**src/sv/spg_pkg.sv**
```systemverilog
// ----------------------------------------------------------------------------
// spg_pkg
// Shared types, constants and helpers for the setpoint profile generator.
// ----------------------------------------------------------------------------
package spg_pkg;

  // Table size and tick rate
  localparam int MAX_POINTS       = 16;
  localparam int TICKS_PER_SECOND = 5;
  localparam int IDX_W            = $clog2(MAX_POINTS);
  localparam int CNT_W            = $clog2(MAX_POINTS + 1);
  localparam int STEPS_W          = 20;

  // Slope divider: 33-bit magnitude dividend, divisor dt * ticks
  localparam int DIV_ITERS = 33;
  localparam int DIVR_W    = $clog2(65536 * TICKS_PER_SECOND);
  localparam int DIVCNT_W  = $clog2(DIV_ITERS + 1);

  // Stream widths
  localparam int S_TDATA_W = 88;
  localparam int S_TUSER_W = 3;
  localparam int M_TDATA_W = 32;
  localparam int M_TUSER_W = 4;

  // Item kinds
  typedef logic [2:0] mode_t;
  localparam mode_t MODE_TICK  = 3'd0;
  localparam mode_t MODE_ADD   = 3'd1;
  localparam mode_t MODE_START = 3'd2;
  localparam mode_t MODE_STOP  = 3'd3;
  localparam mode_t MODE_CLEAR = 3'd4;

  // Result status codes
  typedef logic [1:0] status_t;
  localparam status_t ST_OK   = 2'd0;
  localparam status_t ST_TIME = 2'd1;
  localparam status_t ST_FULL = 2'd2;
  localparam status_t ST_IDLE = 2'd3;

  // Controller to datapath commands
  typedef struct packed {
    logic latch;
    logic tick_idle;
    logic tick_end;
    logic rd_next;
    logic advance;
    logic hold;
    logic hold_level;
    logic add;
    logic start;
    logic stop;
    logic clear;
    logic div_start;
    logic div_step;
    logic div_finish;
    logic mul;
    logic sum;
    logic push;
  } cmd_t;

  // Datapath to controller status
  typedef struct packed {
    mode_t mode;
    logic  running;
    logic  has_next;
    logic  due;
    logic  nx_ramp;
    logic  div_ok;
    logic  div_done;
    logic  out_free;
  } stat_t;

  // Saturate a wide signed value to 32 bits
  function automatic logic signed [31:0] sat32(input logic signed [53:0] x);
    logic signed [53:0] hi;
    logic signed [53:0] lo;
    hi = 54'sh7FFF_FFFF;
    lo = -54'sh8000_0000;
    if (x > hi) begin
      return 32'sh7FFF_FFFF;
    end else if (x < lo) begin
      return 32'sh8000_0000;
    end
    return x[31:0];
  endfunction

endpackage

```
**src/sv/spg_ctrl.sv**
```systemverilog
// ----------------------------------------------------------------------------
// spg_ctrl
// Sequencer: decodes each item and steps the datapath through table reads,
// the slope division, the ramp multiply and the result hand-off.
// ----------------------------------------------------------------------------
module spg_ctrl (
  input  logic          clk,
  input  logic          rst,
  input  logic          s_tvalid,
  output logic          s_tready,
  input  spg_pkg::stat_t stat,
  output spg_pkg::cmd_t  cmd
);
  import spg_pkg::*;

  typedef enum logic [3:0] {
    S_IDLE, S_DECODE, S_TWAIT, S_LOAD, S_LWAIT, S_DIV, S_MUL, S_ADD, S_OUT
  } state_t;

  state_t state;
  state_t state_next;

  assign s_tready = (state == S_IDLE);

  // Command decode and next state
  always_comb begin
    cmd        = '0;
    state_next = state;
    unique case (state)
      S_IDLE: begin
        if (s_tvalid) begin
          cmd.latch  = 1'b1;
          state_next = S_DECODE;
        end
      end
      S_DECODE: begin
        unique case (stat.mode)
          MODE_TICK: begin
            if (!stat.running) begin
              cmd.tick_idle = 1'b1;
              state_next    = S_OUT;
            end else if (!stat.has_next) begin
              cmd.tick_end = 1'b1;
              state_next   = S_OUT;
            end else begin
              cmd.rd_next = 1'b1;
              state_next  = S_TWAIT;
            end
          end
          MODE_ADD: begin
            cmd.add    = 1'b1;
            state_next = S_OUT;
          end
          MODE_START: begin
            cmd.start  = 1'b1;
            state_next = S_LOAD;
          end
          MODE_STOP: begin
            cmd.stop   = 1'b1;
            state_next = S_OUT;
          end
          MODE_CLEAR: begin
            cmd.clear  = 1'b1;
            state_next = S_OUT;
          end
          default: begin
            state_next = S_OUT;
          end
        endcase
      end
      S_TWAIT: begin
        if (stat.due) begin
          cmd.advance = 1'b1;
          state_next  = S_LOAD;
        end else begin
          cmd.hold = 1'b1;
          if (stat.nx_ramp) begin
            state_next = S_MUL;
          end else begin
            cmd.hold_level = 1'b1;
            state_next     = S_OUT;
          end
        end
      end
      S_LOAD: begin
        if (stat.has_next) begin
          cmd.rd_next = 1'b1;
          state_next  = S_LWAIT;
        end else begin
          state_next = S_OUT;
        end
      end
      S_LWAIT: begin
        if (stat.div_ok) begin
          cmd.div_start = 1'b1;
          state_next    = S_DIV;
        end else begin
          state_next = S_OUT;
        end
      end
      S_DIV: begin
        if (stat.div_done) begin
          cmd.div_finish = 1'b1;
          state_next     = S_OUT;
        end else begin
          cmd.div_step = 1'b1;
        end
      end
      S_MUL: begin
        cmd.mul    = 1'b1;
        state_next = S_ADD;
      end
      S_ADD: begin
        cmd.sum    = 1'b1;
        state_next = S_OUT;
      end
      S_OUT: begin
        if (stat.out_free) begin
          cmd.push   = 1'b1;
          state_next = S_IDLE;
        end
      end
      default: begin
        state_next = S_IDLE;
      end
    endcase
  end

  // State register
  always_ff @(posedge clk) begin
    if (rst) begin
      state <= S_IDLE;
    end else begin
      state <= state_next;
    end
  end

endmodule

```
**src/sv/spg_datapath.sv**
```systemverilog
// ----------------------------------------------------------------------------
// spg_datapath
// Breakpoint table, curve state, bit-serial slope divider, ramp multiply and
// the output register.
// ----------------------------------------------------------------------------
module spg_datapath (
  input  logic                             clk,
  input  logic                             rst,
  input  logic [spg_pkg::S_TDATA_W-1:0]    s_tdata,
  input  logic [spg_pkg::S_TUSER_W-1:0]    s_tuser,
  input  spg_pkg::cmd_t                    cmd,
  output spg_pkg::stat_t                   stat,
  output logic                             m_tvalid,
  input  logic                             m_tready,
  output logic [spg_pkg::M_TDATA_W-1:0]    m_tdata,
  output logic [spg_pkg::M_TUSER_W-1:0]    m_tuser
);
  import spg_pkg::*;

  // Latched item
  mode_t              it_mode;
  logic [31:0]        it_now;
  logic [15:0]        it_ptime;
  logic signed [31:0] it_pval;
  logic               it_pramp;

  // Breakpoint table: {time, value, ramp}; entry 0 is the fixed origin
  logic [48:0]        mem [MAX_POINTS];
  logic [48:0]        rd_data;
  logic [CNT_W-1:0]   count;
  logic [15:0]        last_time;

  // Curve state
  logic               running;
  logic [31:0]        start_epoch;
  logic [IDX_W-1:0]   seg;
  logic signed [31:0] cur_value;
  logic [15:0]        cur_time;
  logic [STEPS_W-1:0] steps;
  logic signed [31:0] inc;

  // Result being built
  logic signed [31:0] res_level;
  logic               res_valid;
  logic               res_ended;
  status_t            res_status;

  // Divider and multiplier
  logic [DIVR_W-1:0]   div_rem;
  logic [32:0]         div_q;
  logic [DIVR_W-1:0]   div_d;
  logic                div_neg;
  logic [DIVCNT_W-1:0] div_cnt;
  logic signed [52:0]  prod;

  // Next-entry fields from the read port
  logic [15:0]        nx_time;
  logic signed [31:0] nx_value;
  logic               nx_ramp;
  logic [IDX_W-1:0]   nx_idx;
  logic               has_next;
  logic [32:0]        due_time;
  logic               due;
  logic signed [32:0] dv;
  logic [32:0]        dv_mag;
  logic [15:0]        dt;
  logic [DIVR_W-1:0]  divisor;
  logic [DIVR_W:0]    div_r2;
  logic               div_ge;
  logic signed [33:0] q_signed;
  logic signed [53:0] sum_wide;
  logic               out_free;

  assign nx_time  = rd_data[48:33];
  assign nx_value = rd_data[32:1];
  assign nx_ramp  = rd_data[0];
  assign nx_idx   = seg + 1'b1;
  assign has_next = (CNT_W'(seg) + 1'b1) < count;

  // Next point due once start + its offset is reached (no wrap)
  assign due_time = {1'b0, start_epoch} + 33'(nx_time);
  assign due      = {1'b0, it_now} >= due_time;

  // Slope operands
  assign dv      = {nx_value[31], nx_value} - {cur_value[31], cur_value};
  assign dv_mag  = dv[32] ? 33'(-dv) : 33'(dv);
  assign dt      = nx_time - cur_time;
  assign divisor = DIVR_W'(dt) * DIVR_W'(TICKS_PER_SECOND);

  // One restoring division step
  assign div_r2 = {div_rem, div_q[32]};
  assign div_ge = div_r2 >= {1'b0, div_d};

  assign q_signed = div_neg ? -$signed({1'b0, div_q}) : $signed({1'b0, div_q});
  assign sum_wide = 54'(cur_value) + 54'(prod);

  assign out_free = !m_tvalid || m_tready;

  always_comb begin
    stat          = '0;
    stat.mode     = it_mode;
    stat.running  = running;
    stat.has_next = has_next;
    stat.due      = due;
    stat.nx_ramp  = nx_ramp;
    stat.div_ok   = nx_ramp && (nx_time > cur_time);
    stat.div_done = (div_cnt == '0);
    stat.out_free = out_free;
  end

  // Table memory: one write, one registered read
  always_ff @(posedge clk) begin
    if (cmd.add && (it_ptime > last_time) && (count < CNT_W'(MAX_POINTS))) begin
      mem[count[IDX_W-1:0]] <= {it_ptime, it_pval, it_pramp};
    end
    if (cmd.rd_next) begin
      rd_data <= mem[nx_idx];
    end
  end

  // Item latch, result build, divider and multiplier payload
  always_ff @(posedge clk) begin
    if (cmd.latch) begin
      it_mode    <= s_tuser;
      it_now     <= s_tdata[31:0];
      it_ptime   <= s_tdata[47:32];
      it_pval    <= s_tdata[79:48];
      it_pramp   <= s_tdata[80];
      res_level  <= '0;
      res_valid  <= 1'b0;
      res_ended  <= 1'b0;
      res_status <= ST_OK;
    end
    if (cmd.tick_idle) begin
      res_status <= ST_IDLE;
    end
    if (cmd.tick_end) begin
      res_ended <= 1'b1;
    end
    if (cmd.add) begin
      if (it_ptime <= last_time) begin
        res_status <= ST_TIME;
      end else if (count >= CNT_W'(MAX_POINTS)) begin
        res_status <= ST_FULL;
      end
    end
    if (cmd.advance) begin
      res_level <= nx_value;
      res_valid <= 1'b1;
    end
    if (cmd.hold_level) begin
      res_level <= cur_value;
      res_valid <= 1'b1;
    end
    if (cmd.sum) begin
      res_level <= sat32(sum_wide);
      res_valid <= 1'b1;
    end
    if (cmd.div_start) begin
      div_q   <= dv_mag;
      div_rem <= '0;
      div_d   <= divisor;
      div_neg <= dv[32];
    end
    if (cmd.div_step) begin
      div_q   <= {div_q[31:0], div_ge};
      div_rem <= div_ge ? DIVR_W'(div_r2 - {1'b0, div_d}) : DIVR_W'(div_r2);
    end
    if (cmd.mul) begin
      prod <= $signed({1'b0, steps}) * inc;
    end
  end

  // Control and curve state
  always_ff @(posedge clk) begin
    if (rst) begin
      count       <= CNT_W'(1);
      last_time   <= '0;
      running     <= 1'b0;
      start_epoch <= '0;
      seg         <= '0;
      cur_value   <= '0;
      cur_time    <= '0;
      steps       <= '0;
      inc         <= '0;
      div_cnt     <= '0;
      m_tvalid    <= 1'b0;
    end else begin
      // Append a breakpoint
      if (cmd.add && (it_ptime > last_time) && (count < CNT_W'(MAX_POINTS))) begin
        count     <= count + 1'b1;
        last_time <= it_ptime;
      end
      // Stop, end of curve or clear: back to the origin point
      if (cmd.stop || cmd.tick_end || cmd.clear) begin
        running     <= 1'b0;
        start_epoch <= '0;
        seg         <= '0;
        cur_value   <= '0;
        cur_time    <= '0;
      end
      if (cmd.clear) begin
        count     <= CNT_W'(1);
        last_time <= '0;
        steps     <= '0;
        inc       <= '0;
      end
      if (cmd.start) begin
        running     <= 1'b1;
        start_epoch <= it_now;
        seg         <= '0;
        cur_value   <= '0;
        cur_time    <= '0;
        steps       <= '0;
        inc         <= '0;
      end
      if (cmd.advance) begin
        seg       <= nx_idx;
        cur_value <= nx_value;
        cur_time  <= nx_time;
        steps     <= '0;
        inc       <= '0;
      end
      // Ramp step count saturates
      if (cmd.hold && nx_ramp && (steps != '1)) begin
        steps <= steps + 1'b1;
      end
      // Divider sequencing and slope result
      if (cmd.div_start) begin
        div_cnt <= DIVCNT_W'(DIV_ITERS);
      end else if (cmd.div_step) begin
        div_cnt <= div_cnt - 1'b1;
      end
      if (cmd.div_finish) begin
        inc <= sat32(54'(q_signed));
      end
      // Output register
      if (cmd.push) begin
        m_tvalid <= 1'b1;
      end else if (m_tready) begin
        m_tvalid <= 1'b0;
      end
    end
  end

  // Output payload
  always_ff @(posedge clk) begin
    if (cmd.push) begin
      m_tdata <= res_level;
      m_tuser <= {res_status, res_ended, res_valid};
    end
  end

endmodule

```
**src/sv/setpoint_profile_generator_core.sv**
```systemverilog
// ----------------------------------------------------------------------------
// setpoint_profile_generator_core
// Piecewise linear setpoint profile generator with step and ramp segments.
// ----------------------------------------------------------------------------
// Each item gives exactly one result. Items are handled one at a time: the
// next item is taken only once the last result has been pushed. A table
// edit, a stop, a clear, an idle tick or a curve end tick goes straight to
// the output; a tick that holds a step value first reads the next entry, and
// a tick inside a ramp also runs the multiply and the add. A start, or a
// tick that advances, reads the following entry when there is one. A start
// onto a ramp segment and a tick that moves onto a ramp segment also run the
// 33-step bit-serial divider that forms the slope dv / (dt * TICKS_PER_SECOND).
// A stalled output holds the result in the controller until the output is free.
// The next item is taken while a result still waits in the output register.
// Breakpoint reads go through one registered memory port, so each table
// lookup waits in a state of its own for the read data.
module setpoint_profile_generator_core (
  input  logic                          clk,
  input  logic                          rst,
  input  logic                          s_tvalid,
  output logic                          s_tready,
  // time_now[31:0], point_time[47:32], point_value[79:48], point_ramp[80]
  input  logic [spg_pkg::S_TDATA_W-1:0] s_tdata,
  // mode[2:0]
  input  logic [spg_pkg::S_TUSER_W-1:0] s_tuser,
  output logic                          m_tvalid,
  input  logic                          m_tready,
  // level[31:0]
  output logic [spg_pkg::M_TDATA_W-1:0] m_tdata,
  // level_valid[0], curve_ended[1], status[3:2]
  output logic [spg_pkg::M_TUSER_W-1:0] m_tuser
);
  import spg_pkg::*;

  cmd_t  cmd;
  stat_t stat;

  spg_ctrl u_ctrl (
    .clk      (clk),
    .rst      (rst),
    .s_tvalid (s_tvalid),
    .s_tready (s_tready),
    .stat     (stat),
    .cmd      (cmd)
  );

  spg_datapath u_dp (
    .clk      (clk),
    .rst      (rst),
    .s_tdata  (s_tdata),
    .s_tuser  (s_tuser),
    .cmd      (cmd),
    .stat     (stat),
    .m_tvalid (m_tvalid),
    .m_tready (m_tready),
    .m_tdata  (m_tdata),
    .m_tuser  (m_tuser)
  );

endmodule

```
**config.mk**
```make
export PLATFORM = sky130hd
export DESIGN_NAME = setpoint_profile_generator_core
export DESIGN_NICKNAME = d
export VERILOG_FILES = /design/src/sv/spg_pkg.sv /design/src/sv/spg_ctrl.sv /design/src/sv/spg_datapath.sv /design/src/sv/setpoint_profile_generator_core.sv
export SDC_FILE = /design/constraint.sdc
export NUM_CORES = 2
export LEC_CHECK = 0
export BUFFER_PORTS_ARGS = -buffer_cell sky130_fd_sc_hd__buf_4
export CAP_MARGIN = 20
export CORE_MARGIN = 2
export CORE_UTILIZATION = 64
export DETAILED_ROUTE_END_ITERATION = 16
export GPL_TIMING_DRIVEN = 0
export PLACE_DENSITY_LB_ADDON = 0.15
export SLEW_MARGIN = 20
export SYNTH_ARGS = -nofsm -noshare
export SYNTH_HDL_FRONTEND = slang
export SYNTH_HIERARCHICAL = 1
export SYNTH_SLANG_ARGS = --single-unit
```
**constraint.sdc**
```tcl
create_clock -name clk -period 9.5 [get_ports clk]
set_input_delay 0 -clock clk [delete_from_list [all_inputs] [get_ports clk]]
set_output_delay 0 -clock clk [all_outputs]
set_load 0.03 [all_outputs]
```
# [Word-level counts from Yosys, hierarchy flattened]
# Memory sizes are Yosys's and may differ from the RTL's. A register that Yosys moved wholly into a read port is not among the register bits.
# Index checks and enable logic that the tools add are counted.
[totals] reg_bits=450 ram_bits=784 output_inout_bits=38 wordCells=188 memories=1
[classes] n_addsub=12 multipliers=2 n_lt_le_gt_ge=12 eq_ne=16 muxes=93 reduce_logical=23
[mem_list] name="u_dp.mem" words=16 word_bits=49 rd=1 rd_ports_with_merged_regs=1 wr=1 line="spg_datapath.sv:28" source="logic [48:0] mem [MAX_POINTS];"
[op_table] operator="$mux 32" n=18
[op_table] operator="$mux 33" n=3
[op_table] operator="$mux 20" n=4
[op_table] operator="$mux 19" n=3
[op_table] operator="$add 32x53->54" n=1
[op_table] operator="$gt 54x32->1 const B" n=1
[op_table] operator="$lt 54x32->1 const B" n=1
[op_table] operator="$mul 21x32->53" n=1
[op_table] operator="$mux 4" n=13
[op_table] operator="$mux 16" n=3
[op_table] operator="$pmux 4 s9" n=1
[op_table] operator="$gt 34x32->1 const B" n=1
[op_table] operator="$lt 34x32->1 const B" n=1
[op_table] operator="$mux 34" n=1
[op_table] operator="$neg 33->34" n=1
[op_table] operator="$add 32x16->33" n=1
[op_table] operator="$ge 32x33->1" n=1
[op_table] operator="$neg 33->33" n=1
[op_table] operator="$sub 32x32->33" n=1
[op_table] operator="$gt 16x16->1" n=2
[op_table] operator="$mux 1" n=32
[op_table] operator="$add 20x1->20 const B" n=1
[op_table] operator="$ge 20x19->1" n=1
[op_table] operator="$ne 20x20->1 const B" n=1
[op_table] operator="other kinds (37)" n=64

# [Longest topological paths before layout]
[logic_depth] ltp_word=11 depth_mapped=35 depth_no_buf=33

# [Modules after synthesis]
# Netlist, hierarchy kept.
[by_module_without_submodules] mod="spg_datapath" instances=1 cells_per_inst=6542 area_each_um2=81087.8 seq_area_each_um2=36715.2
[by_module_without_submodules] mod="spg_ctrl" instances=1 cells_per_inst=69 area_each_um2=485.5 seq_area_each_um2=80.1

# [Worst setup path after synthesis]
# Ideal clock, no wire load.
[synth_timing] path_kind="register -> register" startpoint="register u_dp.rd_data[33], read port of u_dp.mem" endpoint="register u_dp.res_level[0] (enable)" arrival_time_ns=7.295 t_required_ns=9.110 slack_ns=1.816 path_stages_with_launch=33 n_path_buf=3 period_less_slack_ns=7.684 path_cell_list="edfxtp_1 > ha_1 > fa_1 > a21oi_1 > nor2_1 > nor2_1 > o21bai_1 > a21oi_1 > o21bai_1 > a41o_1 > o41ai_1 > o21ai_0 > o31ai_1 > nor2_1 > xnor2_1 > ha_1 > a21o_1 > a21oi_1 > nor2b_1 > o21ai_0 > nand2b_1 > a21oi_1 > nor2_1 > o41a_1 > o21ai_0 > a21boi_0 > o32a_1 > buf_4 > or4b_1 > inv_1 > clkbuf_1 > clkbuf_1 > or4_1"
[synth_lines] element="start: declaration" line="spg_datapath.sv:29" source="logic [48:0] rd_data;"
[synth_lines] element="end signal: assignment" line="spg_datapath.sv:148" source="res_level <= nx_value;"
[synth_lines] element="end signal: assignment" line="spg_datapath.sv:152" source="res_level <= cur_value;"
[synth_lines] element="end signal: assignment" line="spg_datapath.sv:156" source="res_level <= sat32(sum_wide);"
[synth_lines] element="end: declaration" line="spg_datapath.sv:43" source="logic signed [31:0] res_level;"

# [Final worst setup path]
[layout_timing] startpoint="register u_dp.steps[11]" endpoint="register u_dp.prod[52], data pin"
[layout_via] elab_chain_cells=1
[layout_lines] element="start: declaration" line="spg_datapath.sv:39" source="logic [STEPS_W-1:0] steps;"
[layout_lines] element="start signal: assignment" line="spg_datapath.sv:226" source="steps <= steps + 1'b1;"
[layout_lines] element="$mul 21x32->53" line="spg_datapath.sv:170" source="prod <= $signed({1'b0, steps}) * inc;"
[layout_lines] element="end signal: assignment" line="spg_datapath.sv:170"
[layout_lines] element="end: declaration" line="spg_datapath.sv:54" source="logic signed [52:0] prod;"
# Every way passes these cells.
# A chain may end at the register's enable or synchronous reset.

==> flow_metrics.tcl <==
set metrics [dict create \
    dr_wl_met3_mm 32.6 \
    dieArea_mm2 0.130 \
    wl_met1_mm 89.4 \
    grt_max_degree 53 \
    yosys.area.top_type "edfxtp_1" \
    grt_pass1_vias 59700 \
    detailed_place_hpwl_mm 186 \
    yosysUniqueCellTypes 99 \
    die_h_um 361 \
    synth_edf_count 1110 \
    avgViaCountPerCell 6.56 \
    clock-sinks 1283 \
    fmax_mhz 108 \
    final_area_mm2 0.0922 \
    synth-seq-area-share_pct 45.1 \
    fp.dieW_um 361 \
    place.gp.congestion 1.07 \
    yosys_most_used_dff "edfxtp_1" \
    clockPowerShare_pct 43.4 \
    area_growth_pct 13.0 \
    setup.worst_path.start_class "flip-flop" \
    grt_overflow 0 \
    p_int_mw 9.28 \
    hold_depth 2 \
    synth.cell_area_mm2 0.0816 \
    combPwrFrac_pct 4.3 \
    wire_per_inst_um 31.0 \
    core_mm2 0.126 \
    worst_slew_pin_slew_ns 1.19 \
    synth_top_area_share_pct 40.9 \
    power_density_mw_per_mm2 132 \
    required_ns 9.98 \
    top_layer_used "met5" \
    drive_gt1_share_pct 11.1 \
    yosys-top-cells-count "edfxtp_1 (1110), inv_1 (819), fa_1 (641)" \
    hold_path_startpoint "s_tdata[64]" \
    wirelength_mm 276 \
    min_to "u_dp/it_pval[16]" \
    vdd_ir_drop_max_v 0.000246 \
    synth_async_sr_flop_share_pct 0 \
    syn-num-nets 7708 \
    track_usage_pct 42.9 \
    insertion_delay_ns 0.82 \
    drc 0 \
    setup_violations 0 \
    status "finished, final reports clean" \
    arrival_ns 9.77 \
    antenna_left 0 \
    drt_iter0_markers 7161 \
    layout_min_cycle_time_ns 9.29 \
    end_kind "flip-flop" \
    numCtsBuffers 132 \
    yosys_warnings 6 \
    setup_tns_ns 0 \
    p_total_mw 12.2 \
    syn_area_per_cell_um2 12.3 \
    wl_met2_mm 126 \
    first_pass_iters 6 \
    p_leak_nw 36.7 \
    switchingPower_mw 2.92 \
    drv_cap 0 \
    worst_r2r_path_depth 25 \
    grt_pass1_wl_mm 399 \
    tritoncts "built" \
    cts.htree.levels 4 \
    final_cells 8881 \
    r2r_end "u_dp/prod[52]" \
    crit_fanout 10 \
    rsz0062_at_grt "no" \
    dpl_cell_area_mm2 0.0860 \
    cts_buffer_depth 3 \
    synth_area_leaders "edfxtp_1 (41%), fa_1 (16%), mux4_2 (6.8%)" \
    rows 130 \
    p_sw_share_pct 23.9 \
    cts_root_buf "clkbuf_16" \
    io_pins 133 \
    cts.clk_slew.worst_paths_ns 0.07 \
    fin_skew_ns 0.0803 \
    r2r_setup_slack_ns 0.21 \
    initial_utilization_pct 64.7 \
    hold_path_class "in -> reg" \
    synth.most_common_cell "edfxtp_1" \
    fin_crit_sh_pct 97.8 \
    fin_nets 8208 \
    path_class "reg -> reg" \
    post-route-util_pct 73.1 \
    drv_slew 0 \
    timing.slew.headroom_pct 20.6 \
    synthCells 6611 \
    grt_antenna_before_repair 24 \
    reg2reg_from "u_dp/steps[11]" \
    io_buffers 125 \
    ys_seq_elements 1283 \
    place_inst 8461 \
    vias 58300 \
    finalHoldViolations 0 \
    sequentialPowerShare_pct 52.2 \
]
[per-layer routing]
| metal | vias to the layer above | GRT usage [%] |
|---|---|---|
| met4 | 18 | 34.4 |
| met5 | - | 0 |
| li1 | 24000 | - |
| met2 | 4200 | 67.3 |
| met3 | 1282 | 12.6 |
| met1 | 28800 | 49.5 |
[worst max-delay path: stages (launching register included)]
cell	delay, ns
dfxtp_1	0.31
clkbuf_1	0.73
clkbuf_1	0.92
and2_1	0.26
fa_1	0.41
inv_1	0.08
fa_1	0.44
fa_1	0.51
inv_1	0.05
fa_1	0.59
fa_1	0.46
fa_1	0.50
inv_1	0.05
fa_1	0.47
inv_1	0.08
ha_1	0.32
and2_1	0.16
a221o_1	0.38
a31o_2	0.25
a2111o_1	0.43
a21oi_1	0.26
o21a_1	0.21
o21ai_0	0.20
a221oi_1	0.36
a21oi_1	0.14
xnor2_1	0.45
[flip-flops by register name, indices dropped and copies added, names as in the netlist, 2 cells and up]
register / cells
u_dp/div_rem: 19
u_dp/res_level: 32
u_dp/count: 5
u_dp/it_pval: 32
u_dp/last_time: 16
u_dp/cur_value: 32
u_dp/seg: 4
u_ctrl/state: 4
u_dp/rd_data: 49
u_dp/it_mode: 3
u_dp/mem: 784
u_dp/inc: 32
u_dp/res_status: 2
u_dp/div_q: 33
u_dp/m_tuser: 4
u_dp/it_ptime: 16
u_dp/div_d: 19
u_dp/m_tdata: 32
u_dp/steps: 20
u_dp/it_now: 32
u_dp/div_cnt: 6
u_dp/prod: 53
u_dp/cur_time: 16
u_dp/start_epoch: 32
[worst max-delay path by stage]
stage,to,slack [ns],cells past startpoint,start
after global routing,u_dp/res_level[13],0.01,36,u_dp/rd_data[33]
after global placement,u_dp/mem[0][26],-2.97,13,u_dp/it_ptime[1]
after detailed placement,u_dp/res_level[30],-0.23,33,u_dp/rd_data[33]
after CTS,u_dp/res_level[30],0.09,33,u_dp/rd_data[33]
final,u_dp/prod[52],0.21,25,u_dp/steps[11]
after floorplan,u_dp/res_level[0],1.82,32,u_dp/rd_data[33]
[kinds of logic after synthesis]
| logic type | synth area share, % |
|---|---|
| simple gates | 10.4 |
| flops | 45.1 |
| buf+inv | 5.43 |
| fa+ha+maj | 21.3 |
| compound gates | 7.47 |
| mux | 7.54 |
| xor+xnor | 2.76 |
[layout by cell type (no fill, tap or decap), types with 245 or more instances in the layout]
master    count
nor2_1      322
inv_1       819
fa_1        641
clkbuf_1    285
mux4_2      245
nand2_1     500
and2_1      455
a21oi_1     268
edfxtp_1   1110
ha_1        361
[power by group through the flow]
stage | Combinational [mW] | Clock (mW) | Sequential, mW
final | 0.529 | 5.30 | 6.37
after detailed placement | 0.433 | 0 | 6.48
after global routing | 0.553 | 5.51 | 6.38
after global placement | 0.410 | 0 | 6.48
after floorplan | 0.247 | 0 | 6.43
after CTS | 0.495 | 5.26 | 6.36
[final cells by class]
type | count | area (um2)
multi-input combinational | 4183 | 40500
sequential | 1283 | 36800
fill | 8082 | 33900
timing repair buffer | 366 | 3910
clock buffer | 169 | 3510
inverter | 821 | 3080
tap | 1650 | 2060
buffer | 324 | 1380
clock inverter | 71 | 837
antenna | 14 | 35.0
[through the flow]
stage / setup WS, ns / hold slack (ns)
after global placement: -2.97 / 0.178
after floorplan: 1.82 / 0.0691
final: 0.209 / 0.0344
after global routing: 0.0149 / 0.000218
after detailed placement: -0.230 / 0.179
after CTS: 0.0950 / 0.000627
[timing repair]
action / CTS / global route
endpoints found under the setup margin: 37 / 122
resized for setup: 1 / 10
endpoints found under the hold margin: 152 / 0
hold buffers: 162 / 0
pin swaps: 0 / 1
setup buffers: 0 / 3
No activity file was read; power rests on OpenSTA's default activity.
